===== src/rtl/shop_pkg.sv =====
`default_nettype none

package shop_pkg;

  // message and varint limits
  localparam int unsigned MAX_MESSAGE_BYTES = 65536;
  localparam int unsigned MAX_VARINT_BYTES  = 10;
  localparam int unsigned MIN_MESSAGE_BYTES = 5;

  // field widths
  localparam int unsigned LEN_W     = 17;
  localparam int unsigned SEEN_W    = 4;
  localparam int unsigned KIND_W    = 2;
  localparam int unsigned ERR_W     = 2;

  // depth of the result queue
  localparam int unsigned RESULT_DEPTH = 4;

  // result kinds
  localparam logic [KIND_W-1:0] KIND_OFFSET = 2'd0;
  localparam logic [KIND_W-1:0] KIND_DONE   = 2'd1;
  localparam logic [KIND_W-1:0] KIND_ERROR  = 2'd2;

  // error codes
  localparam logic [ERR_W-1:0] ERR_SHORT  = 2'd0;
  localparam logic [ERR_W-1:0] ERR_NO_ID  = 2'd1;
  localparam logic [ERR_W-1:0] ERR_VARINT = 2'd2;

  // header magic byte
  localparam logic [7:0] MAGIC_BYTE = 8'h00;

  typedef struct packed {
    logic [7:0]       data_byte;
    logic             start_of_message;
    logic [LEN_W-1:0] message_length;
  } in_item_t;

  typedef struct packed {
    logic [KIND_W-1:0]  result_kind;
    logic signed [63:0] offset_value;
    logic signed [31:0] id_value;
    logic [LEN_W-1:0]   payload_start;
    logic [ERR_W-1:0]   error_code;
    logic               end_of_message;
  } result_t;

  // up to two results pushed by one parsed byte, in order
  typedef struct packed {
    logic [1:0] n;
    result_t    r0;
    result_t    r1;
  } push_t;

endpackage

`default_nettype wire


===== src/rtl/shop_parser.sv =====
`default_nettype none

module shop_parser (
  input  wire logic               clk_i,
  input  wire logic               rst_ni,
  input  wire logic               in_valid_i,
  output logic                    in_ready_o,
  input  wire shop_pkg::in_item_t in_item_i,
  input  wire logic               offsets_mode_i,
  input  wire logic               space_i,
  output shop_pkg::push_t         push_o
);

  typedef enum logic [2:0] {
    PH_IDLE,
    PH_ID,
    PH_COUNT,
    PH_OFFS,
    PH_SKIP
  } phase_e;

  localparam int unsigned LW = shop_pkg::LEN_W;
  localparam int unsigned SW = shop_pkg::SEEN_W;

  // input register
  logic               in_valid_q;
  shop_pkg::in_item_t in_item_q;
  logic               consume;

  // parse state
  phase_e          phase_q, phase_d;
  logic [LW-1:0]   rem_q, rem_d;
  logic [LW-1:0]   pos_q, pos_d;
  logic [31:0]     id_q, id_d;
  logic [63:0]     acc_q, acc_d;
  logic [SW-1:0]   seen_q, seen_d;
  logic [LW-1:0]   offs_q, offs_d;

  // per-byte helpers
  logic [LW-1:0]   len_c;
  logic [LW-1:0]   rem_start;
  logic [LW-1:0]   rem_n;
  logic [LW-1:0]   pos_n;
  logic [31:0]     id_n;
  logic [63:0]     acc_lane;
  logic [63:0]     acc_n;
  logic [SW-1:0]   seen_n;
  logic [63:0]     zz;
  logic            count_bad;
  logic [7:0]      b;

  function automatic shop_pkg::result_t mk_error(logic [shop_pkg::ERR_W-1:0] code);
    shop_pkg::result_t r;
    r                = '0;
    r.result_kind    = shop_pkg::KIND_ERROR;
    r.error_code     = code;
    r.end_of_message = 1'b1;
    return r;
  endfunction

  function automatic shop_pkg::result_t mk_done(logic [31:0] id, logic [LW-1:0] pos);
    shop_pkg::result_t r;
    r                = '0;
    r.result_kind    = shop_pkg::KIND_DONE;
    r.id_value       = id;
    r.payload_start  = pos;
    r.end_of_message = 1'b1;
    return r;
  endfunction

  function automatic shop_pkg::result_t mk_offset(logic [63:0] v);
    shop_pkg::result_t r;
    r              = '0;
    r.result_kind  = shop_pkg::KIND_OFFSET;
    r.offset_value = v;
    return r;
  endfunction

  // input stage handshake
  assign consume    = in_valid_q && space_i;
  assign in_ready_o = !in_valid_q || consume;

  always_ff @(posedge clk_i or negedge rst_ni) begin
    if (!rst_ni) begin
      in_valid_q <= 1'b0;
    end else if (in_ready_o) begin
      in_valid_q <= in_valid_i;
    end
  end

  always_ff @(posedge clk_i) begin
    if (in_ready_o && in_valid_i) begin
      in_item_q <= in_item_i;
    end
  end

  // byte level arithmetic
  assign b         = in_item_q.data_byte;
  assign len_c     = (in_item_q.message_length > LW'(shop_pkg::MAX_MESSAGE_BYTES)) ?
                     LW'(shop_pkg::MAX_MESSAGE_BYTES) : in_item_q.message_length;
  assign rem_start = (len_c == '0) ? '0 : len_c - 1'b1;
  assign rem_n     = rem_q - 1'b1;
  assign pos_n     = pos_q + 1'b1;
  assign id_n      = {id_q[23:0], b};
  assign seen_n    = seen_q + 1'b1;

  // place the seven payload bits into the lane picked by the byte count
  always_comb begin
    acc_lane = '0;
    for (int k = 0; k < int'(shop_pkg::MAX_VARINT_BYTES); k++) begin
      if (seen_q == SW'(k)) begin
        acc_lane = 64'(b[6:0]) << (7 * k);
      end
    end
  end

  assign acc_n     = acc_q | acc_lane;
  assign zz        = {1'b0, acc_n[63:1]} ^ {64{acc_n[0]}};
  assign count_bad = zz[63] || (zz[63:LW] != '0) || (zz[LW-1:0] > rem_n);

  // next state and results of the byte in the input register
  always_comb begin
    phase_d = phase_q;
    rem_d   = rem_q;
    pos_d   = pos_q;
    id_d    = id_q;
    acc_d   = acc_q;
    seen_d  = seen_q;
    offs_d  = offs_q;
    push_o  = '0;

    if (consume) begin
      if (in_item_q.start_of_message) begin
        rem_d  = rem_start;
        pos_d  = LW'(1);
        id_d   = '0;
        acc_d  = '0;
        seen_d = '0;
        offs_d = '0;
        if (len_c < LW'(shop_pkg::MIN_MESSAGE_BYTES)) begin
          push_o.n  = 2'd1;
          push_o.r0 = mk_error(shop_pkg::ERR_SHORT);
          phase_d   = PH_SKIP;
        end else if (b != shop_pkg::MAGIC_BYTE) begin
          push_o.n  = 2'd1;
          push_o.r0 = mk_error(shop_pkg::ERR_NO_ID);
          phase_d   = PH_SKIP;
        end else begin
          phase_d = PH_ID;
        end
        if (rem_start == '0) begin
          phase_d = PH_IDLE;
        end
      end else if (phase_q == PH_IDLE || rem_q == '0) begin
        phase_d = PH_IDLE;
      end else begin
        pos_d = pos_n;
        rem_d = rem_n;
        unique case (phase_q) inside
          PH_ID: begin
            id_d = id_n;
            if (pos_n == LW'(shop_pkg::MIN_MESSAGE_BYTES)) begin
              if (!offsets_mode_i) begin
                push_o.n  = 2'd1;
                push_o.r0 = mk_done(id_n, pos_n);
                phase_d   = PH_SKIP;
              end else begin
                phase_d = PH_COUNT;
                acc_d   = '0;
                seen_d  = '0;
                if (rem_n == '0) begin
                  push_o.n  = 2'd1;
                  push_o.r0 = mk_error(shop_pkg::ERR_SHORT);
                  phase_d   = PH_SKIP;
                end
              end
            end
          end
          PH_COUNT, PH_OFFS: begin
            acc_d  = acc_n;
            seen_d = seen_n;
            if (b[7]) begin
              // varint continues
              if (seen_n >= SW'(shop_pkg::MAX_VARINT_BYTES)) begin
                push_o.n  = 2'd1;
                push_o.r0 = mk_error(shop_pkg::ERR_VARINT);
                phase_d   = PH_SKIP;
              end else if (rem_n == '0) begin
                push_o.n  = 2'd1;
                push_o.r0 = mk_error(shop_pkg::ERR_SHORT);
                phase_d   = PH_SKIP;
              end
            end else begin
              // varint complete
              acc_d  = '0;
              seen_d = '0;
              if (phase_q == PH_COUNT) begin
                if (count_bad) begin
                  push_o.n  = 2'd1;
                  push_o.r0 = mk_error(shop_pkg::ERR_SHORT);
                  phase_d   = PH_SKIP;
                end else if (zz == '0) begin
                  push_o.n  = 2'd2;
                  push_o.r0 = mk_offset('0);
                  push_o.r1 = mk_done(id_q, pos_n);
                  phase_d   = PH_SKIP;
                end else begin
                  offs_d  = zz[LW-1:0];
                  phase_d = PH_OFFS;
                end
              end else begin
                push_o.n  = 2'd1;
                push_o.r0 = mk_offset(zz);
                offs_d    = offs_q - 1'b1;
                if (offs_q == LW'(1)) begin
                  push_o.n  = 2'd2;
                  push_o.r1 = mk_done(id_q, pos_n);
                  phase_d   = PH_SKIP;
                end else if (rem_n == '0) begin
                  push_o.n  = 2'd2;
                  push_o.r1 = mk_error(shop_pkg::ERR_SHORT);
                  phase_d   = PH_SKIP;
                end
              end
            end
          end
          default: begin
          end
        endcase
        if (rem_n == '0) begin
          phase_d = PH_IDLE;
        end
      end
    end
  end

  // parse state registers
  always_ff @(posedge clk_i or negedge rst_ni) begin
    if (!rst_ni) begin
      phase_q <= PH_IDLE;
      rem_q   <= '0;
      pos_q   <= '0;
      id_q    <= '0;
      acc_q   <= '0;
      seen_q  <= '0;
      offs_q  <= '0;
    end else begin
      phase_q <= phase_d;
      rem_q   <= rem_d;
      pos_q   <= pos_d;
      id_q    <= id_d;
      acc_q   <= acc_d;
      seen_q  <= seen_d;
      offs_q  <= offs_d;
    end
  end

  // results only come from a byte taken out of the input register
  assert property (@(posedge clk_i) disable iff (!rst_ni)
    (push_o.n != 2'd0) |-> consume)
    else $error("results pushed without a parsed byte");

  // a pair of results is always an offset followed by the final one
  assert property (@(posedge clk_i) disable iff (!rst_ni)
    (push_o.n == 2'd2) |->
      (push_o.r0.result_kind == shop_pkg::KIND_OFFSET) && push_o.r1.end_of_message)
    else $error("bad result pair");

  // an exhausted message always falls back to idle
  assert property (@(posedge clk_i) disable iff (!rst_ni)
    (phase_q != PH_IDLE) |-> (rem_q != '0))
    else $error("active phase with no bytes left");

endmodule

`default_nettype wire


===== src/rtl/shop_result_fifo.sv =====
`default_nettype none

module shop_result_fifo #(
  parameter int unsigned Depth = shop_pkg::RESULT_DEPTH
) (
  input  wire logic              clk_i,
  input  wire logic              rst_ni,
  input  wire shop_pkg::push_t   push_i,
  output logic                   space_o,
  output logic                   out_valid_o,
  input  wire logic              out_ready_i,
  output shop_pkg::result_t      out_result_o
);

  localparam int unsigned PtrW = (Depth > 1) ? $clog2(Depth) : 1;
  localparam int unsigned CntW = $clog2(Depth + 1);

  shop_pkg::result_t mem_q [Depth];
  logic [PtrW-1:0]   wr_q, wr_d;
  logic [PtrW-1:0]   rd_q, rd_d;
  logic [PtrW-1:0]   wr_next;
  logic [CntW-1:0]   count_q, count_d;
  logic              pop;

  function automatic logic [PtrW-1:0] next_ptr(logic [PtrW-1:0] p);
    return (p == PtrW'(Depth - 1)) ? '0 : p + 1'b1;
  endfunction

  // room for a full pair of results
  assign space_o      = (count_q <= CntW'(Depth - 2));
  assign out_valid_o  = (count_q != '0);
  assign out_result_o = mem_q[rd_q];
  assign pop          = out_valid_o && out_ready_i;
  assign wr_next      = next_ptr(wr_q);

  // pointer and fill count update
  always_comb begin
    wr_d    = wr_q;
    rd_d    = rd_q;
    count_d = count_q + CntW'(push_i.n) - CntW'(pop);
    if (push_i.n == 2'd1) begin
      wr_d = wr_next;
    end else if (push_i.n == 2'd2) begin
      wr_d = next_ptr(wr_next);
    end
    if (pop) begin
      rd_d = next_ptr(rd_q);
    end
  end

  always_ff @(posedge clk_i or negedge rst_ni) begin
    if (!rst_ni) begin
      wr_q    <= '0;
      rd_q    <= '0;
      count_q <= '0;
    end else begin
      wr_q    <= wr_d;
      rd_q    <= rd_d;
      count_q <= count_d;
    end
  end

  // result storage
  always_ff @(posedge clk_i) begin
    if (push_i.n != 2'd0) begin
      mem_q[wr_q] <= push_i.r0;
    end
    if (push_i.n == 2'd2) begin
      mem_q[wr_next] <= push_i.r1;
    end
  end

  assert property (@(posedge clk_i) disable iff (!rst_ni)
    count_q <= CntW'(Depth))
    else $error("result queue fill count out of range");

  // the parser only pushes when a full pair fits
  assert property (@(posedge clk_i) disable iff (!rst_ni)
    (push_i.n != 2'd0) |-> (count_q <= CntW'(Depth - 2)))
    else $error("result queue overflow");

  assert property (@(posedge clk_i) disable iff (!rst_ni)
    (pop && (push_i.n == 2'd0)) |=> (count_q == $past(count_q) - 1'b1))
    else $error("result transfer did not drain the queue");

endmodule

`default_nettype wire


===== src/rtl/schema_header_offset_parser.sv =====
// a byte is parsed out of the input register; its results are then offered from the result queue
// throughput: one byte per cycle while the queue has room for two results, which are read singly
// the pace is set by the single result read port of the four-entry result queue
// reset: parser idle, offsets_mode set to 1, input register and result queue empty
`default_nettype none

module schema_header_offset_parser #(
  parameter int unsigned ResultDepth = shop_pkg::RESULT_DEPTH
) (
  input  wire logic               clk_i,
  input  wire logic               rst_ni,
  input  wire logic               in_valid_i,
  output logic                    in_ready_o,
  input  wire shop_pkg::in_item_t in_item_i,
  output logic                    out_valid_o,
  input  wire logic               out_ready_i,
  output shop_pkg::result_t       out_result_o,
  input  wire logic               cfg_valid_i,
  output logic                    cfg_ready_o,
  input  wire logic               cfg_data_i
);

  logic            offsets_mode_q;
  logic            space;
  shop_pkg::push_t push;

  // configuration register, one write per transfer
  assign cfg_ready_o = 1'b1;

  always_ff @(posedge clk_i or negedge rst_ni) begin
    if (!rst_ni) begin
      offsets_mode_q <= 1'b1;
    end else if (cfg_valid_i && cfg_ready_o) begin
      offsets_mode_q <= cfg_data_i;
    end
  end

  // byte parser with input register
  shop_parser u_parser (
    .clk_i          (clk_i),
    .rst_ni         (rst_ni),
    .in_valid_i     (in_valid_i),
    .in_ready_o     (in_ready_o),
    .in_item_i      (in_item_i),
    .offsets_mode_i (offsets_mode_q),
    .space_i        (space),
    .push_o         (push)
  );

  // result queue
  shop_result_fifo #(
    .Depth (ResultDepth)
  ) u_result_fifo (
    .clk_i        (clk_i),
    .rst_ni       (rst_ni),
    .push_i       (push),
    .space_o      (space),
    .out_valid_o  (out_valid_o),
    .out_ready_i  (out_ready_i),
    .out_result_o (out_result_o)
  );

endmodule

`default_nettype wire


===== config.mk =====
export PLATFORM = sky130hd
export DESIGN_NAME = schema_header_offset_parser
export DESIGN_NICKNAME = d
export VERILOG_FILES = /design/src/rtl/shop_pkg.sv /design/src/rtl/shop_parser.sv /design/src/rtl/shop_result_fifo.sv /design/src/rtl/schema_header_offset_parser.sv
export SDC_FILE = /design/constraint.sdc
export NUM_CORES = 1
export LEC_CHECK = 0
export BUFFER_PORTS_ARGS = -buffer_cell sky130_fd_sc_hd__buf_2
export CAP_MARGIN = 40
export CORE_MARGIN = 3
export CORE_UTILIZATION = 35
export DETAILED_ROUTE_END_ITERATION = 6
export PLACE_DENSITY = 0.61
export SKIP_CTS_REPAIR_TIMING = 1
export SLEW_MARGIN = 20
export SYNTH_ARGS = -nofsm -noshare
export SYNTH_HDL_FRONTEND = slang
export SYNTH_HIERARCHICAL = 1
export SYNTH_SLANG_ARGS = --single-unit

===== constraint.sdc =====
create_clock -name clk_i -period 17.4 [get_ports clk_i]
set_clock_uncertainty 0.2 [all_clocks]
set_input_delay 1.74 -clock clk_i [delete_from_list [all_inputs] [get_ports clk_i]]
set_output_delay 1.74 -clock clk_i [all_outputs]
set_load 0.05 [all_outputs]

Word level (Yosys, flattened, before mapping)
Memories as Yosys holds them, arrays and structs flattened.
Index checks and enable logic that the tools add are counted.
{ "totals": {"register_bits": 189, "latch_bits": 0, "mem_bits_rw": 472, "romBits": 0, "in_bits": 32, "out_inout_bits": 121, "wordCells": 175, "memories": 1} }
{ "classes": {"n_addsub": 10, "multipliers": 0, "n_div": 0, "magnitude_cmp": 5, "n_eq_ne": 28, "shifts": 0, "n_mux": 84, "n_bitwise": 2, "n_reduce_logical": 30} }
{ "mem_list": {"columns": ["name", "words", "word_bits", "rd", "rd_clocked_by_memory_dff", "wr", "line", "rtl"], "rows": [
  ["u_result_fifo.mem_q", 4, 118, 1, 0, 2, "shop_result_fifo.sv:18", "shop_pkg::result_t mem_q [Depth];"]
]} }
{ "ops": {"columns": ["op", "n"], "rows": [
  ["$mux 238", 4],
  ["$mux 64", 14],
  ["$mux 118", 6],
  ["$mux 120", 5],
  ["$mux 119", 4],
  ["$pmux 120 s2", 1],
  ["$mux 17", 13],
  ["$pmux 64 s2", 1],
  ["$mux 32", 3],
  ["$logic_not 17->1", 4],
  ["$logic_not 64->1", 1],
  ["$or 64x64->64", 1],
  ["$xor 63x64->64", 1],
  ["$sub 17x1->17 const B", 3],
  ["$reduce_bool 47->1", 1],
  ["$mux 3", 14],
  ["$mux 4", 5],
  ["$add 17x1->17 const B", 1],
  ["$eq 17x1->1 const B", 1],
  ["$eq 17x3->1 const B", 1],
  ["$gt 17x17->1", 1],
  ["$gt 17x17->1 const B", 1],
  ["$lt 17x3->1 const B", 1],
  ["$eq 4x3->1 const B", 4],
  ["other kinds (38)", 68]
]} }

Longest topological paths before layout
{ "logic_depth": {"ltp_word": 26, "depth_mapped": 25, "mapped_depth_nobuf": 21} }

By module
The synthesis kept the hierarchy.
{ "modules_own_cells": {"columns": ["mod", "n_inst", "cells_each", "area_per_inst_um2"], "rows": [
  ["shop_result_fifo", 1, 1199, 23169.7],
  ["shop_parser", 1, 1636, 13270.2],
  ["schema_header_offset_parser", 1, 4, 52.6]
]} }

Worst setup path after synthesis
No wires, ideal clock.
{ "synth_path": {"path_type": "register to register", "start": "register u_parser.seen_q[0]", "end": "memory u_result_fifo/mem_q[0][0] (netlist name) (enable)", "setup_ns": 0.758, "arrival_time_ns": 12.809, "t_required_ns": 16.442, "setup_slack_ns": 3.633, "stages_incl_launch_ff": 21, "period_less_slack_ns": 13.767, "path_cell_list": "dfrtp_1 inv_1 ha_1 nor4b_4 a31oi_1 buf_2 buf_2 buf_2 buf_2 buf_2 ha_1 nor4_1 nand4_1 nor4_1 nand4bb_1 nor4_4 nand2_1 a211oi_1 inv_1 ha_1 o21ai_0"} }
{ "synth_lines": {"columns": ["item", "line", "rtl"], "rows": [
  ["start: declaration", "shop_parser.sv:36", "logic [SW-1:0] seen_q, seen_d;"],
  ["start signal: assignment", "shop_parser.sv:253", "seen_q <= seen_d;"],
  ["end: declaration", "shop_result_fifo.sv:18", null]
]} }

==> results.txt <==
most frequent cells in the layout = edfxtp_1, mux2_2, nor2_1
gpl congestion = 0.8633
area grow syn2layout = 12.24%
Least-Margin Pin Slew = 0.8734 ns
CP peak stage delay = 0.86 ns
pwr/cell area = 142.7 mW/mm^2
dominant synthesized flop cell = edfxtp_1
die area = 0.1082 mm^2
via count = 23417
Avg WL per Cell = 22.34 um
complex-gate fraction of the synthesized area = 0.07269
largest fanout on the critical path = 38
Post-synth EDFFs = 498
Mapped Cells = 2839
root buf cell = clkbuf_16
flops & latches, synth = 661
antenna violations before repair = 2
Worst Path Buf+Inv = 5
Max H-tree Level = 3
Final Cycle Share = 0.4924
synthesized area per cell = 12.85 um^2
core box area = 0.1026 mm^2
dpl ws = 8.851 ns
total wire length = 97.27 mm
Worst Hold Class = reg -> reg
Crit Path Category = reg -> reg
CTS tree = done
first-pass GRT wire length = 149.6 mm
crit-path cells = ha_1 -> nor4b_4 -> a31oi_4 -> buf_4 -> xnor2_1 -> inv_1 -> ha_1 -> nand4_1 -> nor4_1 -> a211o_1 -> a211oi_1 -> a21oi_1 -> nor4_4 -> o21bai_1 -> a21oi_1 -> a31oi_1 -> inv_1 -> ha_1 -> nand2_4 -> o21ai_4 -> buf_4 -> buf_4
Die W = 328.9 um
Fin Hold WS = 0.2770 ns
r2r setup slk = 8.83 ns
DRT iter0 DRCs = 1840
Final Max Slew Viols = 0
Max-cap violations = 0
Worst-path clk slew = 0.06 ns
share of layout cells above drive strength 1 = 0.3271
XOR/XNOR share of the synthesized area = 0.02376
Site Rows = 117
critical path's top delay family = compound AO/OA/AOI/OAI gates
vias per inst = 5.377
Routed Antenna Nets = 0
Synth Area in Adders = 0.01529
Die Y = 328.9 um
switching power = 2.347 mW
status = complete, no violations
# DRC = 0
switching portion of total power = 0.4016
FF-to-FF Start = u_parser/seen_q[0]
GRT Util Overall = 0.1788
Final HPWL DP = 62.49 mm
relative slew slack = 0.4151
largest net degree at the start of global routing = 91
port buffer count = 151
Max VDD drop = 0.1234 mV
commonest non-fill, non-tap cell in the layout = edfxtp_1
Setup TNS Final = 0 ns
sequential fraction of design power = 0.344
Seq/Total Area, Yosys = 0.5216
drt first pass iters = 5
Power Internal = 3.498 mW
largest family of logic cells by synthesized area = multiplexers
Netlist cell types = 89
diodes inserted = 0
mux contribution to synthesized area = 0.2216
CP required = 17.45 ns
post-synthesis simple-gate area fraction = 0.09453
GR Overflow Total = 0
share of the synthesized area in the top cell type = 0.4098
Leak Pwr = 15.26 nW
crit path DAT = 8.62 ns
origin of the worst setup path = u_parser/seen_q[0]
Tot Pwr = 5.846 mW
Ys Warns = 6
unrepaired setup endpoints after global routing = no
clock power share = 0.270
Netlist Area Pre-Place = 0.03649 mm^2
nets = 3002
initial core utilization = 0.3556
number of buffers created by CTS = 75
largest area contributor in the synthesized netlist = edfxtp_1
Final Hold Viols = 0
Fillers = 9608
final setup fails = 0
Hold Crit Start = u_parser/acc_q[47]
post-layout min period = 8.569 ns
synth top area cells = edfxtp_1, mux2_2, dfrtp_1
combinational power share = 0.386
# clock sinks = 661
Clock Latency Late Sink = 0.63 ns
I/O Pins = 153
Worst Setup Slack, final = 8.831 ns
Peak Freq = 116.7 MHz
CP max-delay cell = nor4b_4
vias in the first global route = 23602
critical path capture point type = register
crit path launch type = register
asr flop ratio synth = 0.2466
CTS max path bufs = 3
Final Util = 0.3991
==> worst paths after layout <==
path / endpoint / depth (start not counted)
setup reg to reg: u_result_fifo/mem_q[2][84] / 22
min in group asynchronous: u_parser/acc_q[20] / 1
hold reg to reg: u_parser/acc_q[47] / 2
setup / recovery: u_result_fifo/mem_q[2][84] / 22
max in group asynchronous: u_result_fifo/rd_q[1] / 2
hold / removal: u_parser/acc_q[47] / 2
==> per-layer routing <==
metal,vias up,track usage,part of all wire
li1,10803,-,-
met1,11769,0.2499,0.45
met2,707,0.2876,0.47
met3,138,0.02519,0.052
met4,0,0.05654,0.027
met5,-,0,0
==> state kept, by name, summed over array words and instances (netlist names), 4 cells and up <==
| signal | count |
|---|---|
| u_parser/pos_q | 17 |
| u_result_fifo/mem_q | 472 |
| u_parser/id_q | 32 |
| u_parser/in_item_q | 18 |
| u_parser/seen_q | 4 |
| u_parser/rem_q | 17 |
| u_parser/offs_q | 17 |
| u_parser/acc_q | 64 |
| u_parser/b | 8 |
==> cell type report <==
class,count,area [um^2],area share
Clock buffer,101,2067,0.05046
Clock inverter,37,372.9,0.009103
Inverter,56,210.2,0.005132
Multi-Input combinational cell,1911,16060,0.3920
Sequential cell,661,19040,0.4649
Tap cell,1368,1712,0.04179
Timing Repair Buffer,221,1499,0.03659
==> power by group through the flow <==
stage | clock, mW | sequential [mW] | combinational (mW)
2_1_floorplan | 0 | 1.98 | 1.75
3_3_place_gp | 0 | 2.04 | 2.25
3_5_place_dp | 0 | 2.05 | 2.26
4_1_cts | 1.62 | 2.01 | 2.27
5_1_grt | 1.68 | 2.03 | 2.41
6_report | 1.58 | 2.01 | 2.26
==> cell families (layout without fill, tap and decap cells) <==
kind of cell | Yosys count | in the layout
simple gates | 675 | 675
flops | 661 | 661
mux | 600 | 600
compound gates | 412 | 412
buf+inv | 346 | 415
xor+xnor | 99 | 99
fa+ha+maj | 44 | 44
other cells | 2 | 81
==> synthesized netlist by cell type, types with 12 or more instances <==
cell	count
nor3_1	60
o21ai_0	90
nor4_1	32
ha_1	43
a21oi_1	88
nand4_1	23
buf_2	103
or3_1	17
nand2b_1	15
a31oi_1	73
edfxtp_1	498
buf_4	85
o31ai_1	34
mux4_2	118
inv_1	56
mux2_2	479
nand3_1	31
buf_6	12
nand2_1	146
clkbuf_1	85
xnor2_1	82
dfrtp_1	162
xor2_1	17
or4_1	19
nor2_1	189
and2_1	82
o211ai_1	16
==> stage by stage <==
| stage | cells | instance area (um^2) |
|---|---|---|
| after detailed placement | 4213 | 38460 |
| final | 4355 | 40960 |
| after floorplan | 2918 | 36790 |
| after global routing | 4355 | 40960 |
| after global placement | 4199 | 38190 |
| after CTS | 4351 | 40900 |
==> worst register-to-register path, stage by stage (launching register included) <==
cell and delay [ns]:
dfrtp_1 0.43, ha_1 0.42, nor4b_4 0.87, a31oi_4 0.38
buf_4 0.42, xnor2_1 0.47, inv_1 0.10, ha_1 0.30
nand4_1 0.13, nor4_1 0.08, a211o_1 0.30, a211oi_1 0.24
a21oi_1 0.13, nor4_4 0.52, o21bai_1 0.11, a21oi_1 0.24
a31oi_1 0.19, inv_1 0.11, ha_1 0.40, nand2_4 0.46
o21ai_4 0.48, buf_4 0.58, buf_4 0.63
No activity file was read; power rests on OpenSTA's default activity.
